**config.mk**
```make
export PLATFORM = sky130hd
export DESIGN_NAME = radix_number_to_padded_text
export DESIGN_NICKNAME = d
export VERILOG_FILES = /design/src/rnpt_pkg.sv /design/src/rnpt_div.sv /design/src/radix_number_to_padded_text.sv
export SDC_FILE = /design/constraint.sdc
export NUM_CORES = 1
export LEC_CHECK = 0
export ABC_AREA = 1
export BUFFER_PORTS_ARGS = -buffer_cell sky130_fd_sc_hd__buf_2
export CORE_UTILIZATION = 60
export DETAILED_ROUTE_END_ITERATION = 7
export PLACE_DENSITY = 0.87
export SYNTH_ARGS = -nofsm -noshare
export SYNTH_HDL_FRONTEND = slang
export SYNTH_SLANG_ARGS = --single-unit
```
**constraint.sdc**
```tcl
create_clock -name clk -period 4.3 [get_ports clk]
set_clock_uncertainty 0.1 [all_clocks]
set_input_delay 0.645 -clock clk [delete_from_list [all_inputs] [get_ports clk]]
set_output_delay 0.645 -clock clk [all_outputs]
set_load 0.01 [all_outputs]
```
**src/rnpt_pkg.sv**
```systemverilog
`default_nettype none

package rnpt_pkg;

	// Field widths
	localparam int VALUE_W    = 16;
	localparam int BASE_W     = 6;
	localparam int PAD_W      = 6;
	localparam int CHAR_W     = 8;
	localparam int CFG_IDX_W  = 2;
	localparam int CFG_DATA_W = 6;

	// Default digit store depth
	localparam int DIGITS_DEF = 16;

	// Register limits and reset values
	localparam logic [BASE_W-1:0] BASE_MIN  = 6'd2;
	localparam logic [BASE_W-1:0] BASE_MAX  = 6'd36;
	localparam logic [BASE_W-1:0] BASE_RST  = 6'd10;
	localparam logic [PAD_W-1:0]  PAD_LIMIT = 6'd32;
	localparam logic [BASE_W-1:0] DEC_DIGITS = 6'd10;

	// ASCII codes
	localparam logic [CHAR_W-1:0] CHAR_ZERO  = 8'h30;
	localparam logic [CHAR_W-1:0] CHAR_A     = 8'h41;
	localparam logic [CHAR_W-1:0] CHAR_SPACE = 8'h20;

	// Configuration register indexes
	typedef enum logic [CFG_IDX_W-1:0] {
		REG_BASE = 2'd0,
		REG_PAD  = 2'd1,
		REG_FILL = 2'd2
	} cfg_reg_t;

	// Divider request and result
	typedef struct packed {
		logic               start;
		logic [VALUE_W-1:0] dividend;
		logic [BASE_W-1:0]  divisor;
	} div_req_t;

	typedef struct packed {
		logic               done;
		logic [VALUE_W-1:0] quot;
		logic [BASE_W-1:0]  rem;
	} div_res_t;

	// Digit value to ASCII: 0-9 then A onward
	function automatic logic [CHAR_W-1:0] digit_char(input logic [BASE_W-1:0] d);
		logic [CHAR_W-1:0] d_ext;
		d_ext = {{(CHAR_W-BASE_W){1'b0}}, d};
		if (d < DEC_DIGITS)
			return CHAR_ZERO + d_ext;
		return CHAR_A + d_ext - {{(CHAR_W-BASE_W){1'b0}}, DEC_DIGITS};
	endfunction

endpackage

`default_nettype wire

```
**src/rnpt_div.sv**
```systemverilog
`default_nettype none

// Restoring divider, one quotient bit per cycle
module rnpt_div
	import rnpt_pkg::*;
(
	input  wire logic     clk,
	input  wire logic     arst_n,
	input  wire div_req_t req,
	output      div_res_t res
);

	localparam int STEP_W = $clog2(VALUE_W);
	localparam logic [STEP_W-1:0] STEP_LAST = STEP_W'(VALUE_W - 1);

	logic               busy_q;
	logic               done_q;
	logic [STEP_W-1:0]  step_q;
	logic [VALUE_W-1:0] quo_q;
	logic [BASE_W-1:0]  rem_q;
	logic [BASE_W-1:0]  divisor_q;

	logic [BASE_W:0]    trial;
	logic [BASE_W:0]    diff;
	logic               ge;
	logic [BASE_W-1:0]  rem_next;

	// Shift in next dividend bit, subtract when it fits
	always_comb begin
		trial    = {rem_q, quo_q[VALUE_W-1]};
		diff     = trial - {1'b0, divisor_q};
		ge       = (trial >= {1'b0, divisor_q});
		rem_next = ge ? diff[BASE_W-1:0] : trial[BASE_W-1:0];
	end

	// Control
	always_ff @(posedge clk or negedge arst_n) begin
		if (!arst_n) begin
			busy_q <= 1'b0;
			done_q <= 1'b0;
			step_q <= '0;
		end else begin
			done_q <= 1'b0;
			if (req.start) begin
				busy_q <= 1'b1;
				step_q <= '0;
			end else if (busy_q) begin
				step_q <= step_q + 1'b1;
				if (step_q == STEP_LAST) begin
					busy_q <= 1'b0;
					done_q <= 1'b1;
				end
			end
		end
	end

	// Datapath
	always_ff @(posedge clk) begin
		if (req.start) begin
			quo_q     <= req.dividend;
			rem_q     <= '0;
			divisor_q <= req.divisor;
		end else if (busy_q) begin
			quo_q <= {quo_q[VALUE_W-2:0], ge};
			rem_q <= rem_next;
		end
	end

	assign res.done = done_q;
	assign res.quot = quo_q;
	assign res.rem  = rem_q;

endmodule

`default_nettype wire

```
**src/radix_number_to_padded_text.sv**
```systemverilog
// Radix text formatter: turns an unsigned 16-bit value into ASCII text.
// Config: write digit_base (index 0), pad_width (1), zero_fill (2) on the
// cfg channel while the block is idle; cfg_ready is always high.
// Input: value is taken when in_valid is high and in_stall is low. in_stall
// stays high from the cycle after a value is taken until its last character
// has been loaded into the output register.
// Output: one character per word, fill characters first, then digits most
// significant first; last marks the final character of the number.
// Digits: each digit comes from a bit-serial divider shared by all digits,
// in these steps: start, 16 shift/subtract steps, result pickup.
// After that, characters go out one per cycle while out_stall is low.
// A stalled output word holds; the sequencer waits until it is taken.
// Reset: returns registers to base 10, no padding, space fill, and idle.
`default_nettype none

module radix_number_to_padded_text
	import rnpt_pkg::*;
#(
	parameter int MAX_DIGITS = DIGITS_DEF
) (
	input  wire logic                  clk,
	input  wire logic                  arst_n,
	input  wire logic                  cfg_valid,
	output      logic                  cfg_ready,
	input  wire logic [CFG_IDX_W-1:0]  cfg_index,
	input  wire logic [CFG_DATA_W-1:0] cfg_data,
	input  wire logic                  in_valid,
	output      logic                  in_stall,
	input  wire logic [VALUE_W-1:0]    value,
	output      logic                  out_valid,
	input  wire logic                  out_stall,
	output      logic [CHAR_W-1:0]     character,
	output      logic                  last
);

	localparam int CNT_W = $clog2(MAX_DIGITS + 1);
	localparam int IDX_W = $clog2(MAX_DIGITS);
	localparam logic [CNT_W-1:0] CNT_MAX = CNT_W'(MAX_DIGITS);

	typedef enum logic [4:0] {
		ST_IDLE  = 5'b00001,
		ST_LOAD  = 5'b00010,
		ST_WAIT  = 5'b00100,
		ST_FILL  = 5'b01000,
		ST_DIGIT = 5'b10000
	} state_t;

	state_t             state_q;
	logic [BASE_W-1:0]  base_q;
	logic [PAD_W-1:0]   pad_q;
	logic               zero_fill_q;
	logic [VALUE_W-1:0] n_q;
	logic [CNT_W-1:0]   cnt_q;
	logic [IDX_W-1:0]   dig_q;
	logic [PAD_W-1:0]   fill_q;
	logic               out_valid_q;
	logic [CHAR_W-1:0]  char_q;
	logic               last_q;
	logic [BASE_W-1:0]  digit_q [MAX_DIGITS];

	logic [BASE_W-1:0]  base_eff;
	logic [PAD_W-1:0]   pad_eff;
	logic [CNT_W-1:0]   cnt_nxt;
	logic [PAD_W:0]     pad_ext;
	logic [PAD_W:0]     cnt_ext;
	logic [PAD_W-1:0]   fill_cnt;
	logic               out_free;
	logic [CHAR_W-1:0]  fill_char;
	div_req_t           div_req;
	div_res_t           div_res;

	// Configuration registers
	assign cfg_ready = 1'b1;

	always_ff @(posedge clk or negedge arst_n) begin
		if (!arst_n) begin
			base_q      <= BASE_RST;
			pad_q       <= '0;
			zero_fill_q <= 1'b0;
		end else if (cfg_valid) begin
			case (cfg_index)
				REG_BASE: base_q      <= cfg_data[BASE_W-1:0];
				REG_PAD:  pad_q       <= cfg_data[PAD_W-1:0];
				REG_FILL: zero_fill_q <= cfg_data[0];
				default:  ;
			endcase
		end
	end

	// Clamp radix and pad width; fill count from digit count
	always_comb begin
		if (base_q < BASE_MIN)
			base_eff = BASE_MIN;
		else if (base_q > BASE_MAX)
			base_eff = BASE_MAX;
		else
			base_eff = base_q;
		pad_eff   = (pad_q > PAD_LIMIT) ? PAD_LIMIT : pad_q;
		cnt_nxt   = (cnt_q < CNT_MAX) ? cnt_q + 1'b1 : cnt_q;
		pad_ext   = {1'b0, pad_eff} + 1'b1;
		cnt_ext   = (PAD_W+1)'(cnt_nxt);
		fill_cnt  = (pad_ext > cnt_ext) ? PAD_W'(pad_ext - cnt_ext) : '0;
		fill_char = zero_fill_q ? CHAR_ZERO : CHAR_SPACE;
	end

	// Shared divider
	assign div_req.start    = (state_q == ST_LOAD);
	assign div_req.dividend = n_q;
	assign div_req.divisor  = base_eff;

	rnpt_div u_div (
		.clk    (clk),
		.arst_n (arst_n),
		.req    (div_req),
		.res    (div_res)
	);

	assign in_stall = (state_q != ST_IDLE);
	assign out_free = !out_valid_q || !out_stall;

	// Sequencer
	always_ff @(posedge clk or negedge arst_n) begin
		if (!arst_n) begin
			state_q <= ST_IDLE;
			cnt_q   <= '0;
			dig_q   <= '0;
			fill_q  <= '0;
		end else begin
			case (state_q)
				ST_IDLE: begin
					if (in_valid) begin
						cnt_q   <= '0;
						state_q <= ST_LOAD;
					end
				end
				ST_LOAD: begin
					state_q <= ST_WAIT;
				end
				ST_WAIT: begin
					if (div_res.done) begin
						cnt_q <= cnt_nxt;
						if (div_res.quot == '0) begin
							fill_q  <= fill_cnt;
							dig_q   <= IDX_W'(cnt_nxt - 1'b1);
							state_q <= (fill_cnt != '0) ? ST_FILL : ST_DIGIT;
						end else begin
							state_q <= ST_LOAD;
						end
					end
				end
				ST_FILL: begin
					if (out_free) begin
						fill_q <= fill_q - 1'b1;
						if (fill_q == PAD_W'(1))
							state_q <= ST_DIGIT;
					end
				end
				ST_DIGIT: begin
					if (out_free) begin
						if (dig_q == '0)
							state_q <= ST_IDLE;
						else
							dig_q <= dig_q - 1'b1;
					end
				end
				default: state_q <= ST_IDLE;
			endcase
		end
	end

	// Working value and digit store
	always_ff @(posedge clk) begin
		if (state_q == ST_IDLE && in_valid)
			n_q <= value;
		else if (state_q == ST_WAIT && div_res.done)
			n_q <= div_res.quot;
		if (state_q == ST_WAIT && div_res.done && cnt_q < CNT_MAX)
			digit_q[cnt_q[IDX_W-1:0]] <= div_res.rem;
	end

	// Output register
	always_ff @(posedge clk or negedge arst_n) begin
		if (!arst_n) begin
			out_valid_q <= 1'b0;
		end else if (out_free && (state_q == ST_FILL || state_q == ST_DIGIT)) begin
			out_valid_q <= 1'b1;
		end else if (!out_stall) begin
			out_valid_q <= 1'b0;
		end
	end

	always_ff @(posedge clk) begin
		if (out_free && state_q == ST_FILL) begin
			char_q <= fill_char;
			last_q <= 1'b0;
		end else if (out_free && state_q == ST_DIGIT) begin
			char_q <= digit_char(digit_q[dig_q]);
			last_q <= (dig_q == '0);
		end
	end

	assign out_valid = out_valid_q;
	assign character = char_q;
	assign last      = last_q;

endmodule

`default_nettype wire

```
### Word-level counts from Yosys, hierarchy flattened

Memory sizes are Yosys's and may differ from the RTL's.
Cells that the tools add are included.

* equality and inequality tests: 19
* $lt $le $gt $ge: 7
* mux-type cells: 50
* reduce and logical (&&, ||, !) cells: 28
* add/subtract/negate cells: 11

Operator list (number)
* 2-to-1 mux 16 bit: 4
* 2-to-1 mux 5 bit: 12
* 2-to-1 mux 6 bit: 7
* 2-to-1 mux 8 bit: 4
* one-hot mux 5 bit (5 select lines): 1
* 2-to-1 mux 4 bit: 6
* zero test 16 bit: 1
* != test 2 bit (second input constant): 7
* 2-to-1 mux 1 bit: 13
* > comparator 6 bit (second input constant): 2
* one-hot mux 6 bit (2 select lines): 1
* nonzero test 2 bit: 6
* one-hot mux 5 bit (2 select lines): 1
* adder 7 x 6 -> 8 bit (first input constant): 1
* one-hot mux 4 bit (2 select lines): 1
* subtractor 4 x 1 -> 4 bit (second input constant): 2
* subtractor 8 x 4 -> 8 bit (second input constant): 1
* adder 6 x 1 -> 7 bit (second input constant): 1
* adder 6 x 6 -> 7 bit (first input constant): 1
* greater-or-equal comparator 7 x 6 -> 1 bit: 1
* > comparator 7 x 5 -> 1 bit: 1
* == test 6 x 1 -> 1 bit (second input constant): 1
* logical AND 1 bit: 6
* < comparator 6 x 2 -> 1 bit (second input constant): 1
* 28 further kinds: 33

* memories kept: 1
* output and inout bits: 12
* memory bits (writable): 96
* logic and storage cells: 134
* flip-flop bits (word level): 93

Memories
* digit_q: depth 16, width 6, rd ports 1, clocked after memory_dff 0, write ports 1, RTL line radix_number_to_padded_text.sv:59 `logic [BASE_W-1:0] digit_q [MAX_DIGITS];`

### Longest topological paths before layout

* depth in word-level cells: 10
* depth in mapped cells: 21

### Cells and area by module

Synthesis repeated with hierarchy kept, for this count alone.

* cells, all modules: 1029
* area total of the unflattened synthesis: 9481.6 µm²

Modules (own cells, without submodules)
* radix_number_to_padded_text: cells each 825, sequential area each 4448.0 µm², area an instance 7689.9 µm², times used 1
* rnpt_div: cells each 204, sequential area each 930.9 µm², area an instance 1791.7 µm², times used 1

### Worst setup path after synthesis

Ideal clock, no wire load.

* kind: flip-flop to flip-flop
* from: register pad_q[2]
* to: register state_q[3]
* period minus slack after synthesis: 2747 ps
* stages on the path, launching flop included: 22
* path slack: 1553 ps
* data arrival time: 2530 ps
* cell sequence: dfrtp_1 -> nor3_1 -> nand3_1 -> nand2_1 -> inv_1 -> nor2_1 -> ha_1 -> nand4_1 -> xor2_1 -> ha_1 -> nand2_1 -> inv_1 -> nand4_1 -> o211ai_1 -> nand2_1 -> nand2_1 -> inv_1 -> nor2_1 -> nor2_1 -> nand3_1 -> nand2_1 -> nand2_1

* cells in the longest elaborated chain, start to end: 10
* elaborated cells between the ends (all ways): 11

Ends and longest elaborated chain
* start: declaration: RTL line radix_number_to_padded_text.sv:50 `logic [PAD_W-1:0] pad_q;`
* start signal: assignment: RTL line radix_number_to_padded_text.sv:83 `REG_PAD: pad_q <= cfg_data[PAD_W-1:0];`
* > comparator 6 bit: RTL line radix_number_to_padded_text.sv:98 `pad_eff = (pad_q > PAD_LIMIT) ? PAD_LIMIT : pad_q;`
* 2-to-1 mux 6 bit (*): RTL line radix_number_to_padded_text.sv:98
* adder 6 x 1 -> 7 bit (*): RTL line radix_number_to_padded_text.sv:100 `pad_ext = {1'b0, pad_eff} + 1'b1;`
* subtractor 6 x 5 -> 6 bit / > comparator 7 x 5 -> 1 bit (equally long branches): RTL line radix_number_to_padded_text.sv:102 `fill_cnt = (pad_ext > cnt_ext) ? PAD_W'(pad_ext - cnt_ext) : '0;`
* 2-to-1 mux 6 bit (*): RTL line radix_number_to_padded_text.sv:102
* nonzero test 6 bit (*): RTL line radix_number_to_padded_text.sv:145 `state_q <= (fill_cnt != '0) ? ST_FILL : ST_DIGIT;`
* 2-to-1 mux 5 bit (*): RTL line radix_number_to_padded_text.sv:145
* 2-to-1 mux 5 bit (*): RTL line radix_number_to_padded_text.sv:142 `if (div_res.quot == '0) begin`
* 2-to-1 mux 5 bit (*): RTL line radix_number_to_padded_text.sv:140 `if (div_res.done) begin`
* one-hot mux 5 bit (5 select lines) (*): RTL line radix_number_to_padded_text.sv:129 `case (state_q)`
* end signal: assignment: RTL line radix_number_to_padded_text.sv:145
* end: declaration: RTL line radix_number_to_padded_text.sv:48 `state_t state_q;`

Every way passes the cells marked *; elsewhere a longest branch is shown, timed or not. The select of a mux whose other input is x is not followed.
A chain may end at the register's enable or synchronous reset.

### Worst setup path after layout

Same ends and word-level chain as after synthesis.

==> flow_metrics.tcl <==
set metrics [dict create \
    outcome "complete, but fails checks" \
    violations "DRC" \
    max_freq_ghz 0.308 \
    r2r_slack_ns 1.05 \
    dr.pass1.iters 8 \
    syn_nets 1025 \
    hpwl_um 12800 \
    fillCellCount 1071 \
    fin_util 0.686 \
    grt_pass1_wl_um 31600 \
    synthCells 971 \
    p_per_area_nw_per_um2 711 \
    busiest_layer "met2" \
    reg2reg_depth 19 \
    initial_core_util 0.624 \
    fin_crit_sh 0.755 \
    clk_pin_slew_worst_paths_ns 0.07 \
    synth-seq-area-share 0.587 \
    grt_use_met2 0.447 \
    drt-initial-drc-count 715 \
    vias_per_cell 5.74 \
    worstMarginPinSlew_ns 0.891 \
    finalMaxSlewViolations 0 \
    cts_setup_buffers 0 \
    seq_area_sq_um 5380 \
    io_buffer_count 38 \
    setup.worst_path.end_class "register" \
    ant_nets 0 \
    grtUsageTotal 0.260 \
    crit_required_ns 4.53 \
    yosys_warnings 0 \
    hold_path.class "input pin to async pin" \
    rows 44 \
    crit_path_start_kind "register" \
    ys.flop_type "edfxtp_1" \
    antenna_cells 0 \
    ir_worst_vdd_uv 385 \
    hold_viol_final 0 \
    cts_resized 0 \
    cts_root_buf "clkbuf_16" \
    worstSetupPathType "register to register" \
    rsz0062_at_grt "no" \
    clkSinkCount 188 \
    synth-async-reset-ratio 0.213 \
    drc 1 \
    synth_edf_count 141 \
    maxCapViolations 0 \
    grt_pass1_vias 6661 \
    drive_gt1_frac 0.0956 \
    dp.cells 1167 \
    multi_input_area_sq_um 3110 \
    gp_congestion 0.917 \
    vias 6884 \
    reg2reg_from "pad_q[2]$_DFFE_PN0P_" \
    ios 41 \
    cts_buffer_depth 2 \
    h-tree-depth 4 \
    syn_area_sq_um 9170 \
    rr_endpoint "state_q[3]$_DFFE_PN0P_" \
    insertion_delay_ns 0.44 \
    ys_ff_latch 188 \
    grt_antenna_before_repair 0 \
    cts_tree "done" \
    grt_max_degree 52 \
    nNetsFinal 1056 \
    finalWirelength_um 19400 \
    worstPathMaxFanout 5 \
    leakage_nw 4.37 \
    overflow 0 \
    ys_types 44 \
    relSlewSlack 0.406 \
    die_area_sq_um 15800 \
    startpoint "pad_q[2]$_DFFE_PN0P_" \
    grt.met1_usage 0.320 \
    whs_ns 0.227 \
    finalSetupViolCount 0 \
    hold_buffers 0 \
    postSynthAreaPerCell_sq_um 9.44 \
    coreArea_sq_um 14700 \
    use_met3 0.0527 \
    cp.arrival_ns 3.48 \
    wire_per_inst_um 16.1 \
    dieWidth_um 126 \
    fin_setup_tns_ns 0 \
    die_y_um 126 \
    layout_min_cycle_time_ns 3.25 \
    cts_buffers 17 \
    final_cells 1199 \
    syn_to_final_growth_pct 10.0 \
]
-- through the flow --
step                cell area, sq um  total power (W)  setup WS (ns)
global placement                9440          0.00529           1.25
floorplan                       9170          0.00478           1.55
CTS                            10100          0.00715           1.14
detailed placement              9440          0.00542           1.16
finish                         10100          0.00717           1.05
global route                   10100          0.00762          0.817
-- worst max-delay path by stage --
stage	end	slack, ns	depth (start not counted)
finish	state_q[3]$_DFFE_PN0P_	1.05	19
global placement	state_q[3]$_DFFE_PN0P_	1.25	19
global route	state_q[3]$_DFFE_PN0P_	0.82	21
detailed placement	state_q[3]$_DFFE_PN0P_	1.16	21
floorplan	state_q[3]$_DFFE_PN0P_	1.55	21
CTS	state_q[3]$_DFFE_PN0P_	1.14	21
-- kinds of logic (layout without fill, tap and decap cells) --
family | count (synthesis) | after routing | synth area share
compound gates | 152 | 152 | 0.0879
other cells | 2 | 2 | 0.000819
flops | 188 | 188 | 0.587
buf+inv | 162 | 206 | 0.0744
fa+ha+maj | 25 | 25 | 0.0358
simple gates | 423 | 423 | 0.196
xor+xnor | 19 | 19 | 0.0182
-- flip-flops by register name, indices dropped and copies added, names as in the netlist --
name / count
u_div.step_q: 4
dig_q: 4
cnt_q: 5
u_div.rem_q: 6
digit_q: 96
u_div.divisor_q: 6
u_div.busy_q: 1
state_q: 5
base_q: 6
n_q: 16
u_div.quo_q: 16
pad_q: 6
out_valid: 1
fill_q: 6
character: 7
zero_fill_q: 1
last: 1
u_div.done_q: 1
-- area by class of cell --
type / instances / share of cell area
clock buffer: 20 / 0.0453
clock inverter: 12 / 0.0190
inverter: 132 / 0.0491
multi-input combinational: 621 / 0.309
sequential: 188 / 0.533
tap: 184 / 0.0228
timing repair buffer: 42 / 0.0218
-- Yosys cell counts, types with 4 or more instances --
cell      number  area, sq um
inv_2          7         26.3
nor2_1        99          372
nor3_1         4         20.0
xnor2_1        5         43.8
clkbuf_1       7         26.3
o22ai_1        5         31.3
dfrtp_1       37          926
o211ai_1       5         37.5
buf_2          8         40.0
buf_6          4         45.0
edfxtp_1     141         4230
a21oi_1       50          250
o21ai_1       13         65.1
o21ai_0       70          350
xor2_1        14          123
dfxtp_1        7          140
nand2_1      231          867
ha_1          23          288
inv_1        123          462
nand3_1       59          295
buf_4          9         67.6
nand4_1       13         81.3
-- critical path, stage by stage (launching register included) --
cell and delay (ns):
dfrtp_1 0.42, nor3_1 0.20, nand3_1 0.09, nand2_1 0.11
inv_1 0.07, nor2_1 0.18, ha_1 0.22, nand4_1 0.11
xor2_1 0.16, ha_1 0.35, nand2_1 0.11, inv_1 0.05
nand4_1 0.06, o211ai_1 0.13, nand2_1 0.08, nand2_1 0.11
a21boi_0 0.30, nand3_1 0.13, nand2_1 0.09, nand2_1 0.05
-- power breakdown --
part           switching, W  total [W]  internal [W]
clock              0.000649    0.00171       0.00106
sequential         0.000326    0.00283       0.00250
combinational       0.00179    0.00264      0.000856
-- layer usage --
layer | routed length (um) | part of all wire
met1 | 7760 | 0.40
met4 | 534 | 0.028
met2 | 9740 | 0.50
met3 | 1320 | 0.068
met5 | 0 | 0
-- cell usage in the layout, fill, tap and decap left out, types with 4 or more instances in the layout --
cell type	count
nand3_1	59
inv_2	7
o211ai_1	5
o22ai_1	5
clkinv_1	5
nor2_1	99
o21ai_0	70
ha_1	23
a21oi_1	50
xor2_1	14
buf_4	4
nand2_1	231
inv_1	123
edfxtp_1	141
o21ai_1	13
nand4_1	13
nor3_1	4
clkbuf_16	17
dfxtp_1	7
dfrtp_1	37
xnor2_1	5
bufinv_16	5
buf_2	38
No activity file was read; power rests on OpenSTA's default activity.
